[config.mk]
export PLATFORM = sky130hd
export DESIGN_NAME = periodic_oneshot_timer_bank
export DESIGN_NICKNAME = d
export VERILOG_FILES = /design/src/design/ptb_pkg.sv /design/src/design/ptb_slot.sv /design/src/design/periodic_oneshot_timer_bank.sv
export SDC_FILE = /design/constraint.sdc
export NUM_CORES = 1
export LEC_CHECK = 0
export BUFFER_PORTS_ARGS = -buffer_cell sky130_fd_sc_hd__buf_2
export CAP_MARGIN = 30
export CORE_UTILIZATION = 34
export CTS_BUF_LIST = sky130_fd_sc_hd__clkbuf_8
export DETAILED_ROUTE_END_ITERATION = 16
export HOLD_SLACK_MARGIN = 0.1
export SLEW_MARGIN = 0
export SYNTH_ARGS = -nofsm -noshare
export SYNTH_HDL_FRONTEND = slang
export SYNTH_SLANG_ARGS = --single-unit
[constraint.sdc]
create_clock -name clock -period 4.2 [get_ports clock]
set_input_delay 0.63 -clock clock [delete_from_list [all_inputs] [get_ports clock]]
set_output_delay 0.63 -clock clock [all_outputs]
set_load 0.02 [all_outputs]
[src/design/ptb_pkg.sv]
// ptb_pkg: shared constants, op codes and the slot control struct for the
// periodic / one-shot timer bank. No dependencies.
package ptb_pkg;

   // Number of timer slots (1..8) and counter width (8..32).
   localparam int SLOTS      = 8;
   localparam int COUNT_BITS = 32;

   // Fixed field widths of the request and response beats.
   localparam int OP_BITS     = 3;
   localparam int SLOT_BITS   = 4;
   localparam int PERIOD_BITS = 32;
   localparam int MASK_BITS   = 8;
   localparam int MASK_IDX    = 3;

   typedef enum logic [OP_BITS-1:0] {
      OP_TICK           = 3'd0,
      OP_START_PERIODIC = 3'd1,
      OP_START_ONE_SHOT = 3'd2,
      OP_STOP           = 3'd3,
      OP_CLEAR_ALL      = 3'd4
   } op_type;

   // Per-slot command for one accepted beat.
   typedef struct packed {
      logic tick;
      logic load;
      logic one_shot;
      logic enable_on_start;
      logic stop;
      logic clear;
   } slot_ctl_type;

endpackage

[src/design/ptb_slot.sv]
// ptb_slot: one timer slot (reload value, down counter, one-shot mark,
// enable bit). Depends on ptb_pkg.
module ptb_slot (
   input  logic                             clock,
   input  logic                             reset,
   input  ptb_pkg::slot_ctl_type            ctl,
   input  logic [ptb_pkg::COUNT_BITS-1:0]   load_value,
   output logic                             enabled,
   output logic                             enabled_next,
   output logic                             fired
);

   logic                           enable_ff, enable_in;
   logic                           one_shot_ff, one_shot_in;
   logic [ptb_pkg::COUNT_BITS-1:0] reload_ff, reload_in;
   logic [ptb_pkg::COUNT_BITS-1:0] count_ff, count_in;
   logic                           count_zero;

   assign count_zero = (count_ff == '0);
   assign fired      = ctl.tick & enable_ff & count_zero;

   always_comb begin
      enable_in   = enable_ff;
      one_shot_in = one_shot_ff;
      reload_in   = reload_ff;
      count_in    = count_ff;
      if (ctl.clear) begin
         enable_in   = 1'b0;
         one_shot_in = 1'b0;
         reload_in   = '0;
         count_in    = '0;
      end else if (ctl.load) begin
         reload_in   = load_value;
         count_in    = load_value;
         one_shot_in = ctl.one_shot;
         if (ctl.enable_on_start) begin
            enable_in = 1'b1;
         end
      end else if (ctl.stop) begin
         enable_in = 1'b0;
      end else if (ctl.tick && enable_ff) begin
         if (count_zero) begin
            count_in = reload_ff;
            if (one_shot_ff) begin
               enable_in = 1'b0;
            end
         end else begin
            count_in = count_ff - 1'b1;
         end
      end
   end

   always_ff @(posedge clock) begin
      if (reset) begin
         enable_ff   <= 1'b0;
         one_shot_ff <= 1'b0;
         reload_ff   <= '0;
         count_ff    <= '0;
      end else begin
         enable_ff   <= enable_in;
         one_shot_ff <= one_shot_in;
         reload_ff   <= reload_in;
         count_ff    <= count_in;
      end
   end

   assign enabled      = enable_ff;
   assign enabled_next = enable_in;

endmodule

[src/design/periodic_oneshot_timer_bank.sv]
// periodic_oneshot_timer_bank: top level of the timer bank, request decode
// and response register. Depends on ptb_pkg and ptb_slot.
//
// Usage:
//   Each req_ beat carries one op: tick, start periodic, start one-shot,
//   stop slot, or clear all. Every request beat produces exactly one rsp_
//   beat with the fired mask (nonzero only on a tick), the enable bits of
//   all slots after the op, and an accepted flag (0 for a start on a slot
//   out of range or already enabled, and for an unknown op code).
//   Latency: the response is valid the cycle after the request is taken.
//   Throughput: one beat per cycle unless stalled. All slots update in
//   parallel from their own compare-to-zero and decrement; the slot state
//   and the response register are the only stages, so req_ready stays
//   high while the response register is empty or drained the same cycle.
//   Stall: while rsp_valid is high and rsp_ready low, the response holds
//   and req_ready drops, so no request is taken and no slot state moves.
//   Reset: synchronous, active high; all slots disabled, reloads and
//   counters zeroed, response register empty. The bank is usable in the
//   first cycle after reset.
//   A slot fires once every period + 1 ticks: the tick that finds its
//   counter at zero reloads it rather than decrementing.
module periodic_oneshot_timer_bank (
   input  logic                              clock,
   input  logic                              reset,
   input  logic                              req_valid,
   output logic                              req_ready,
   input  logic [ptb_pkg::OP_BITS-1:0]       req_op,
   input  logic [ptb_pkg::SLOT_BITS-1:0]     req_slot,
   input  logic [ptb_pkg::PERIOD_BITS-1:0]   req_period_ticks,
   input  logic                              req_start_enabled,
   output logic                              rsp_valid,
   input  logic                              rsp_ready,
   output logic [ptb_pkg::MASK_BITS-1:0]     rsp_fired_mask,
   output logic [ptb_pkg::MASK_BITS-1:0]     rsp_enabled_mask,
   output logic                              rsp_accepted
);

   localparam logic [ptb_pkg::SLOT_BITS-1:0] SlotLimit =
      ptb_pkg::SLOT_BITS'(ptb_pkg::SLOTS);

   logic                             req_fire;
   logic                             is_tick, is_start, is_stop, is_clear;
   logic                             one_shot;
   logic                             in_range;
   logic                             start_ok;
   logic                             accepted;
   logic [ptb_pkg::COUNT_BITS-1:0]   period_raw;
   logic [ptb_pkg::COUNT_BITS-1:0]   load_value;
   logic [ptb_pkg::MASK_BITS-1:0]    enabled_vec;
   logic [ptb_pkg::MASK_BITS-1:0]    enabled_next_vec;
   logic [ptb_pkg::MASK_BITS-1:0]    fired_vec;

   // Response register
   logic                             rsp_valid_ff, rsp_valid_in;
   logic [ptb_pkg::MASK_BITS-1:0]    fired_ff;
   logic [ptb_pkg::MASK_BITS-1:0]    enabled_ff;
   logic                             accepted_ff;

   assign req_ready = ~rsp_valid_ff | rsp_ready;
   assign req_fire  = req_valid & req_ready;

   // Op decode
   always_comb begin
      is_tick  = 1'b0;
      is_start = 1'b0;
      is_stop  = 1'b0;
      is_clear = 1'b0;
      one_shot = 1'b0;
      case (ptb_pkg::op_type'(req_op))
         ptb_pkg::OP_TICK:           is_tick  = 1'b1;
         ptb_pkg::OP_START_PERIODIC: is_start = 1'b1;
         ptb_pkg::OP_START_ONE_SHOT: begin
            is_start = 1'b1;
            one_shot = 1'b1;
         end
         ptb_pkg::OP_STOP:           is_stop  = 1'b1;
         ptb_pkg::OP_CLEAR_ALL:      is_clear = 1'b1;
         default:                    ;
      endcase
   end

   // Start is refused out of range or on a running slot.
   assign in_range = (req_slot < SlotLimit);
   assign start_ok = is_start & in_range & ~enabled_vec[req_slot[ptb_pkg::MASK_IDX-1:0]];
   assign accepted = is_tick | is_stop | is_clear | start_ok;

   // Period kept to COUNT_BITS, zero taken as one.
   assign period_raw = req_period_ticks[ptb_pkg::COUNT_BITS-1:0];
   assign load_value = (period_raw == '0) ? ptb_pkg::COUNT_BITS'(1) : period_raw;

   // Slot lanes; mask bits above SLOTS read as zero.
   for (genvar i = 0; i < ptb_pkg::MASK_BITS; i++) begin : g_slot
      if (i < ptb_pkg::SLOTS) begin : g_live
         ptb_pkg::slot_ctl_type ctl;
         logic                  hit;

         assign hit = (req_slot == ptb_pkg::SLOT_BITS'(i));
         assign ctl.tick            = req_fire & is_tick;
         assign ctl.load            = req_fire & start_ok & hit;
         assign ctl.one_shot        = one_shot;
         assign ctl.enable_on_start = req_start_enabled;
         assign ctl.stop            = req_fire & is_stop & hit;
         assign ctl.clear           = req_fire & is_clear;

         ptb_slot u_slot (
            .clock        (clock),
            .reset        (reset),
            .ctl          (ctl),
            .load_value   (load_value),
            .enabled      (enabled_vec[i]),
            .enabled_next (enabled_next_vec[i]),
            .fired        (fired_vec[i])
         );
      end else begin : g_pad
         assign enabled_vec[i]      = 1'b0;
         assign enabled_next_vec[i] = 1'b0;
         assign fired_vec[i]        = 1'b0;
      end
   end

   always_comb begin
      rsp_valid_in = rsp_valid_ff;
      if (req_fire) begin
         rsp_valid_in = 1'b1;
      end else if (rsp_ready) begin
         rsp_valid_in = 1'b0;
      end
   end

   always_ff @(posedge clock) begin
      if (reset) begin
         rsp_valid_ff <= 1'b0;
      end else begin
         rsp_valid_ff <= rsp_valid_in;
      end
   end

   // Payload: loads only with a new beat.
   always_ff @(posedge clock) begin
      if (req_fire) begin
         fired_ff    <= fired_vec;
         enabled_ff  <= enabled_next_vec;
         accepted_ff <= accepted;
      end
   end

   assign rsp_valid        = rsp_valid_ff;
   assign rsp_fired_mask   = fired_ff;
   assign rsp_enabled_mask = enabled_ff;
   assign rsp_accepted     = accepted_ff;

   // Assertions
   a_fire_only_on_tick: assert property (@(posedge clock) disable iff (reset)
      req_fire && !is_tick |=> rsp_fired_mask == '0)
      else $error("fired mask set on a non-tick op");

   a_fire_needs_enable: assert property (@(posedge clock) disable iff (reset)
      req_fire |=> (rsp_fired_mask & ~$past(enabled_vec)) == '0)
      else $error("disabled slot fired");

   a_unknown_op_rejected: assert property (@(posedge clock) disable iff (reset)
      req_fire && !is_tick && !is_start && !is_stop && !is_clear |=> !rsp_accepted)
      else $error("unknown op accepted");

   a_clear_disables: assert property (@(posedge clock) disable iff (reset)
      req_fire && is_clear |=> rsp_enabled_mask == '0 && enabled_vec == '0)
      else $error("clear-all left a slot enabled");

   a_reset_empties: assert property (@(posedge clock)
      reset |=> !rsp_valid)
      else $error("response valid after reset");

endmodule

Word level (Yosys, flattened, before mapping)
Cells that the tools add are included.
{"block": "totals", "inputBits": 44, "register_bits": 546}
{"block": "classes", "reduce_logical": 38, "n_lt_le_gt_ge": 2, "eq_ne": 19, "n_bitwise": 45, "n_mux": 98, "addsub": 8}
{"cell": "32-bit two-way mux", "n": 33}
{"cell": "32-bit logical NOT", "n": 9}
{"cell": "32-bit by 1-bit subtractor with 32-bit output (second input constant)", "n": 8}
{"cell": "1-bit two-way mux", "n": 64}
{"cell": "1-bit AND", "n": 39}
{"cell": "2-bit nonzero test", "n": 9}
{"cell": "4-bit by 3-bit == test with 1-bit output (second input constant)", "n": 4}
{"cell": "2-bit by 1-bit != test with 1-bit output (second input constant)", "n": 8}
{"cell": "2-bit AND reduction", "n": 8}
{"cell": "4-bit by 2-bit == test with 1-bit output (second input constant)", "n": 2}
{"cell": "1-bit logical AND", "n": 8}
{"cell": "3-bit by 2-bit == test with 1-bit output (second input constant)", "n": 2}
{"cell": "4-bit by 1-bit == test with 1-bit output (second input constant)", "n": 1}
{"cell": "4-bit logical NOT", "n": 1}
{"cell": "3-bit by 4-bit < comparator with 1-bit output (second input constant)", "n": 1}
{"cell": "4-bit < comparator (second input constant)", "n": 1}
{"cell": "1-bit bitwise OR", "n": 4}
{"cell": "2-bit OR reduction", "n": 2}
{"cell": "1-bit binary-select mux with 3-bit select", "n": 1}
{"cell": "3-bit by 1-bit == test with 1-bit output (second input constant)", "n": 1}
{"cell": "3-bit == test (second input constant)", "n": 1}
{"cell": "3-bit logical NOT", "n": 1}
{"cell": "1-bit NOT", "n": 2}

Longest topological paths before layout
{"block": "depth", "word_depth": 9, "ltp_mapped": 10, "depth_no_buf": 8}

Modules after synthesis
From an unflattened synthesis, not the netlist that was laid out.
{"block": "unflattened", "hier_cells": 3537, "area_unflattened_um2": 29678.5}
{"mod": "ptb_slot", "n_inst": 8, "area_each_um2": 3570.9, "cells_each": 429}
{"mod": "periodic_oneshot_timer_bank", "n_inst": 1, "area_each_um2": 1111.1, "cells_each": 105}

Worst setup path after synthesis
Ideal clock, no wire load.
{"block": "synth_path", "path_type": "in2reg", "from": "input port rsp_ready", "to": "register g_slot[3].g_live.u_slot.count_ff[30] (netlist name)", "slack_ps": 1501, "n_path_buf": 3, "setup_time_ps": 74, "arrival_time_ps": 2625, "path_stages": 9, "t_required_ps": 4126, "path_cell_list": "nand2b_1 > clkbuf_1 > clkbuf_1 > and3_1 > clkbuf_1 > nand2_1 > nor4_2 > a21boi_0 > a31oi_1"}
{"block": "synth_between", "elab_chain_cells": 6}
{"item": "from (decl)", "line": "periodic_oneshot_timer_bank.sv:32", "rtl": "input logic rsp_ready,"}
{"item": "1-bit bitwise OR (*)", "line": "periodic_oneshot_timer_bank.sv:59", "rtl": "assign req_ready = ~rsp_valid_ff | rsp_ready;"}
{"item": "via req_ready", "line": "periodic_oneshot_timer_bank.sv:26", "rtl": "output logic req_ready,"}
{"item": "1-bit AND (*)", "line": "periodic_oneshot_timer_bank.sv:60", "rtl": "assign req_fire = req_valid & req_ready;"}
{"item": "1-bit AND, on equally long branches", "line": "periodic_oneshot_timer_bank.sv:102, periodic_oneshot_timer_bank.sv:98, periodic_oneshot_timer_bank.sv:99"}
{"item": "1-bit AND, or another cell as far along", "line": "periodic_oneshot_timer_bank.sv:102", "rtl": "assign ctl.stop = req_fire & is_stop & hit;"}
{"item": "2-bit by 1-bit != test with 1-bit output (no source line) or 2-bit nonzero test (tied branches)"}
{"item": "2-bit AND reduction (no source line)"}
{"item": "to (signal assigned)", "line": "ptb_slot.sv:63", "rtl": "count_ff <= count_in;"}
{"item": "to (decl)", "line": "ptb_slot.sv:16", "rtl": "logic [ptb_pkg::COUNT_BITS-1:0] count_ff, count_in;"}
Mark *: on every way through the listed nets, which the timed path passes. The rest lies on a longest branch.
A chain may end at the register's enable or synchronous reset.

Final worst setup path
{"block": "layout_path", "from": "register g_slot[4].g_live.u_slot.count_ff[12] (netlist name)", "to": "register g_slot[4].g_live.u_slot.count_ff[19] (netlist name)"}
{"block": "layout_between", "elab_chain_cells": 5}
{"item": "from (decl)", "line": "ptb_slot.sv:16"}
{"item": "from (signal assigned)", "line": "ptb_slot.sv:63"}
{"item": "32-bit by 1-bit subtractor with 32-bit output or 32-bit logical NOT (tied branches)", "line": "ptb_slot.sv:48, ptb_slot.sv:19"}
{"item": "32-bit two-way mux (*)", "line": "ptb_slot.sv:42", "rtl": "if (count_zero) begin"}
{"item": "32-bit two-way mux (*)", "line": "ptb_slot.sv:41", "rtl": "end else if (ctl.tick && enable_ff) begin"}
{"item": "32-bit two-way mux (*)", "line": "ptb_slot.sv:39", "rtl": "end else if (ctl.stop) begin"}
{"item": "32-bit two-way mux (*)", "line": "ptb_slot.sv:32", "rtl": "end else if (ctl.load) begin"}
Mark *: on every way between the ends. The rest lies on a longest branch, timed or not. The select of a mux whose other input is x is not followed.

==> flow_metrics.py <==
metrics = {
    "synthesis": {
        "ys_seq_area_share_pct": 40.20,
        "ys_types": 72,
        "synth_edf_count": 17,
        "syn_area_per_cell_sq_um": 7.711,
        "synth_flop_cell": "dfxtp_1",
        "yosysWarnings": 0,
        "ys_ff_latch": 546,
        "synth_nets": 3641,
        "synth.top_cell.area_share_pct": 38.35,
        "netlist_instances": 3581,
        "synth_area_leaders": "dfxtp_1 (38%), nand2_1 (9.8%), a21oi_1 (6.2%)",
        "synth_area_leader_cell": "dfxtp_1",
        "async_flop_share_pct": 0,
        "syn_area_sq_mm": 0.02761,
    },
    "worst_setup_path": {
        "cp_cell_sequence": "nor4_1 -> nand4bb_1 -> or3_1 -> buf_4 -> o211ai_1 -> a21oi_1 -> a211o_1",
        "crit_required_ns": 4.82,
        "critPathMaxStageDelay_ns": 0.73,
        "start_kind": "flip-flop",
        "cp_slowest_cell": "or3_1",
        "path_class": "flip-flop to flip-flop",
        "worstPathArrival_ns": 3.69,
        "end_kind": "flip-flop",
        "crit_fanout": 23,
    },
    "drt": {
        "ant_nets": 0,
        "wirelength_mm": 99.39,
        "wl_per_cell_um": 21.19,
        "remaining_drc_errors": 0,
        "viasPerCell": 5.810,
        "firstDrtPassIters": 6,
        "num_vias": 27260,
        "first_iter_violations": 2606,
    },
    "timing": {
        "relSlewSlack_pct": 30.64,
        "fin_crit_ns": 3.070,
        "tightest_slew_ns": 1.031,
        "min_period_over_period_pct": 73.10,
        "hold_ws_ns": 0.1834,
        "tns_ns": 0,
        "rsz0062_at_grt": "false",
        "setup_violations": 0,
        "skew_ns": 0.03786,
        "fmaxAchievable_mhz": 325.7,
        "final-max-slew-violation-count": 0,
        "hold_viol": 0,
    },
    "cts": {
        "root_buffer": "clkbuf_8",
        "clock-sinks": 546,
        "post_cts_buffers": 0,
        "path_clk_slew_ns": 0.07,
        "cts_buffers": 93,
        "htreeDepth": 3,
        "cts_resized": 0,
        "cts_max_path_buffers": 3,
        "clkLatencyLatePin_ns": 0.73,
        "cts_tree": "yes",
        "cts_hold_buf": 0,
    },
    "pwr": {
        "power_switching_w": 0.002889,
        "power.internal_w": 0.007851,
        "ir_drop_uv": 187.5,
        "seqPwrFrac_pct": 48.8,
        "powerDensity_mw_per_mm2": 346.2,
        "clock_power_share_pct": 44.0,
        "leakagePower_nw": 10.93,
        "p_sw_share_pct": 26.90,
        "p_comb_share_pct": 7.2,
    },
    "die": {
        "start_util_pct": 34.34,
        "num_rows": 104,
        "die_w_um": 287.0,
        "ios": 63,
        "die-area_sq_mm": 0.08235,
        "coreArea_sq_mm": 0.08042,
        "fp.dieH_um": 287.0,
    },
    "place": {
        "portBuffers": 62,
        "gp_congestion": 0.9238,
        "hpwl_mm": 62.42,
    },
    "status": {
        "status": "finished, final reports clean",
    },
    "final_layout": {
        "fill_cells": 8397,
        "num-nets-final": 3617,
        "drive_gt1_share_pct": 10.45,
        "synthToLayoutAreaGrowth_pct": 12.35,
    },
    "global_routing": {
        "grt_most_used_layer": "met2",
        "grt_pass1_wl_mm": 152.5,
        "grt_use_met2_pct": 36.64,
        "grtUsageTotal_pct": 23.56,
        "grt_max_degree": 73,
        "grt_pass1_vias": 24940,
        "grtUsageMet1_pct": 32.45,
        "grt_overflow_total": 0,
        "antenna_found_initial": 6,
        "grt_use_met3_pct": 3.651,
    },
    "worst_hold_path": {
        "hold_class": "primary input to flip-flop",
    },
    "run": {
        "maxCapViolCount": 0,
    },
}
## metrics by stage
step | cell area [sq um] | total power [W] | setup WS (ns) | instances | util [%]
final | 31020 | 0.01074 | 1.130 | 4691 | 38.58
after floorplan | 27610 | 0.005766 | 1.501 | 3581 | -
after global routing | 31010 | 0.01109 | 0.8929 | 4688 | 38.57
after detailed placement | 29230 | 0.006108 | 0.6669 | 4522 | 36.34
after CTS | 31010 | 0.01081 | 1.188 | 4687 | 38.56
after global placement | 29160 | 0.006106 | 0.7406 | 4517 | 36.26
## kinds of logic (layout without fill, tap and decap cells)
kind of cell	count (synthesis)	after routing	share of synthesized area [%]
AOI/OAI and AO/OA	1088	1088	24.81
xor gates and xnor gates	167	167	5.297
adders and majority gates	16	16	0.7250
buffers and inverters	329	375	4.595
DFF	546	546	40.20
muxes	17	17	0.7386
other	0	4	0
and+or+nand+nor	1418	1418	23.63
## critical path: cells and delay by family, from the launching register on
| kind | cells | cell delay [ns] |
|---|---|---|
| simple gates | 3 | 1.87 |
| buf+inv | 1 | 0.33 |
| compound gates | 3 | 0.43 |
| flops | 1 | 0.35 |
## layer usage
| layer | part of all wire, % | wire length (um) |
|---|---|---|
| met4 | 3.8 | 3801 |
| met3 | 6.9 | 6894 |
| met1 | 45 | 44510 |
| met2 | 44 | 44150 |
| met5 | 0.033 | 33 |
## path summary, 6_finish.rpt
path	cells past startpoint	to	start	slack (ns)
worst max-delay path	7	g_slot[4].g_live.u_slot.count_ff[19]$_SDFFE_PP0P_	g_slot[4].g_live.u_slot.count_ff[12]$_SDFFE_PP0P_	1.13
worst max register to register	7	g_slot[4].g_live.u_slot.count_ff[19]$_SDFFE_PP0P_	g_slot[4].g_live.u_slot.count_ff[12]$_SDFFE_PP0P_	1.13
worst min register to register	2	g_slot[3].g_live.u_slot.reload_ff[10]$_SDFFE_PP0P_	g_slot[3].g_live.u_slot.reload_ff[10]$_SDFFE_PP0P_	0.45
worst min-delay path	2	rsp_valid$_SDFFE_PP0P_	reset	0.18
## flip-flops by register name (all words and copies together) (netlist names)
name / count
rsp_fired_mask: 8
g_slot.g_live.u_slot.one_shot_ff: 8
rsp_enabled_mask: 8
g_slot.g_live.u_slot.count_ff: 256
rsp_valid: 1
rsp_accepted: 1
g_slot.g_live.u_slot.enabled: 8
g_slot.g_live.u_slot.reload_ff: 256
## power by group through the flow
stage	clock network [W]	logic, W	registers [W]
global placement	0	0.000754	0.00535
global route	0.00505	0.000805	0.00524
detailed placement	0	0.000756	0.00535
CTS	0.00481	0.000758	0.00524
finish	0.00473	0.000771	0.00524
floorplan	0	0.000410	0.00536
## layout make-up
type | count | area (sq um) | share of cell area, %
Inverter | 26 | 97.59 | 0.3146
Antenna cell | 4 | 10.01 | 0.03227
Timing Repair Buffer | 184 | 1346 | 4.340
Tap cell | 1060 | 1326 | 4.275
Clock inverter | 51 | 217.7 | 0.7018
Sequential cell | 546 | 11100 | 35.78
Multi-Input combinational cell | 2706 | 15350 | 49.50
Clock buffer | 114 | 1569 | 5.058
## cell usage after synthesis, types with 16 or more instances
| cell | number |
|---|---|
| nand2_1 | 723 |
| dfxtp_1 | 529 |
| a21oi_1 | 344 |
| clkbuf_1 | 249 |
| nor2_1 | 222 |
| o21ai_0 | 159 |
| a22oi_1 | 151 |
| o22ai_1 | 130 |
| nor3_1 | 101 |
| xor2_1 | 88 |
| nor4_1 | 80 |
| xnor2_1 | 79 |
| a31oi_1 | 66 |
| nand3_1 | 58 |
| o211ai_1 | 53 |
| a22o_1 | 46 |
| or3_1 | 42 |
| buf_1 | 34 |
| or4_1 | 32 |
| a32oi_1 | 30 |
| and3_1 | 26 |
| inv_1 | 26 |
| nand4_1 | 24 |
| and2_1 | 19 |
| o31ai_1 | 19 |
| buf_2 | 18 |
| and4_1 | 17 |
| edfxtp_1 | 17 |
| ha_1 | 16 |
| or2_2 | 16 |
## cells in the final DEF (no fill, tap or decap), drive strengths merged, types with 62 or more instances in the layout
master  Yosys  layout
nand2     723     723
dfxtp     529     529
a21oi     344     344
nor2      223     223
buf        54     184
o21ai     159     159
a22oi     151     151
o22ai     130     130
clkbuf    249     114
nor3      103     103
xor2       88      88
nor4       87      87
xnor2      79      79
a31oi      66      66
inv        26      62
Power figures use the tool's default switching activity.
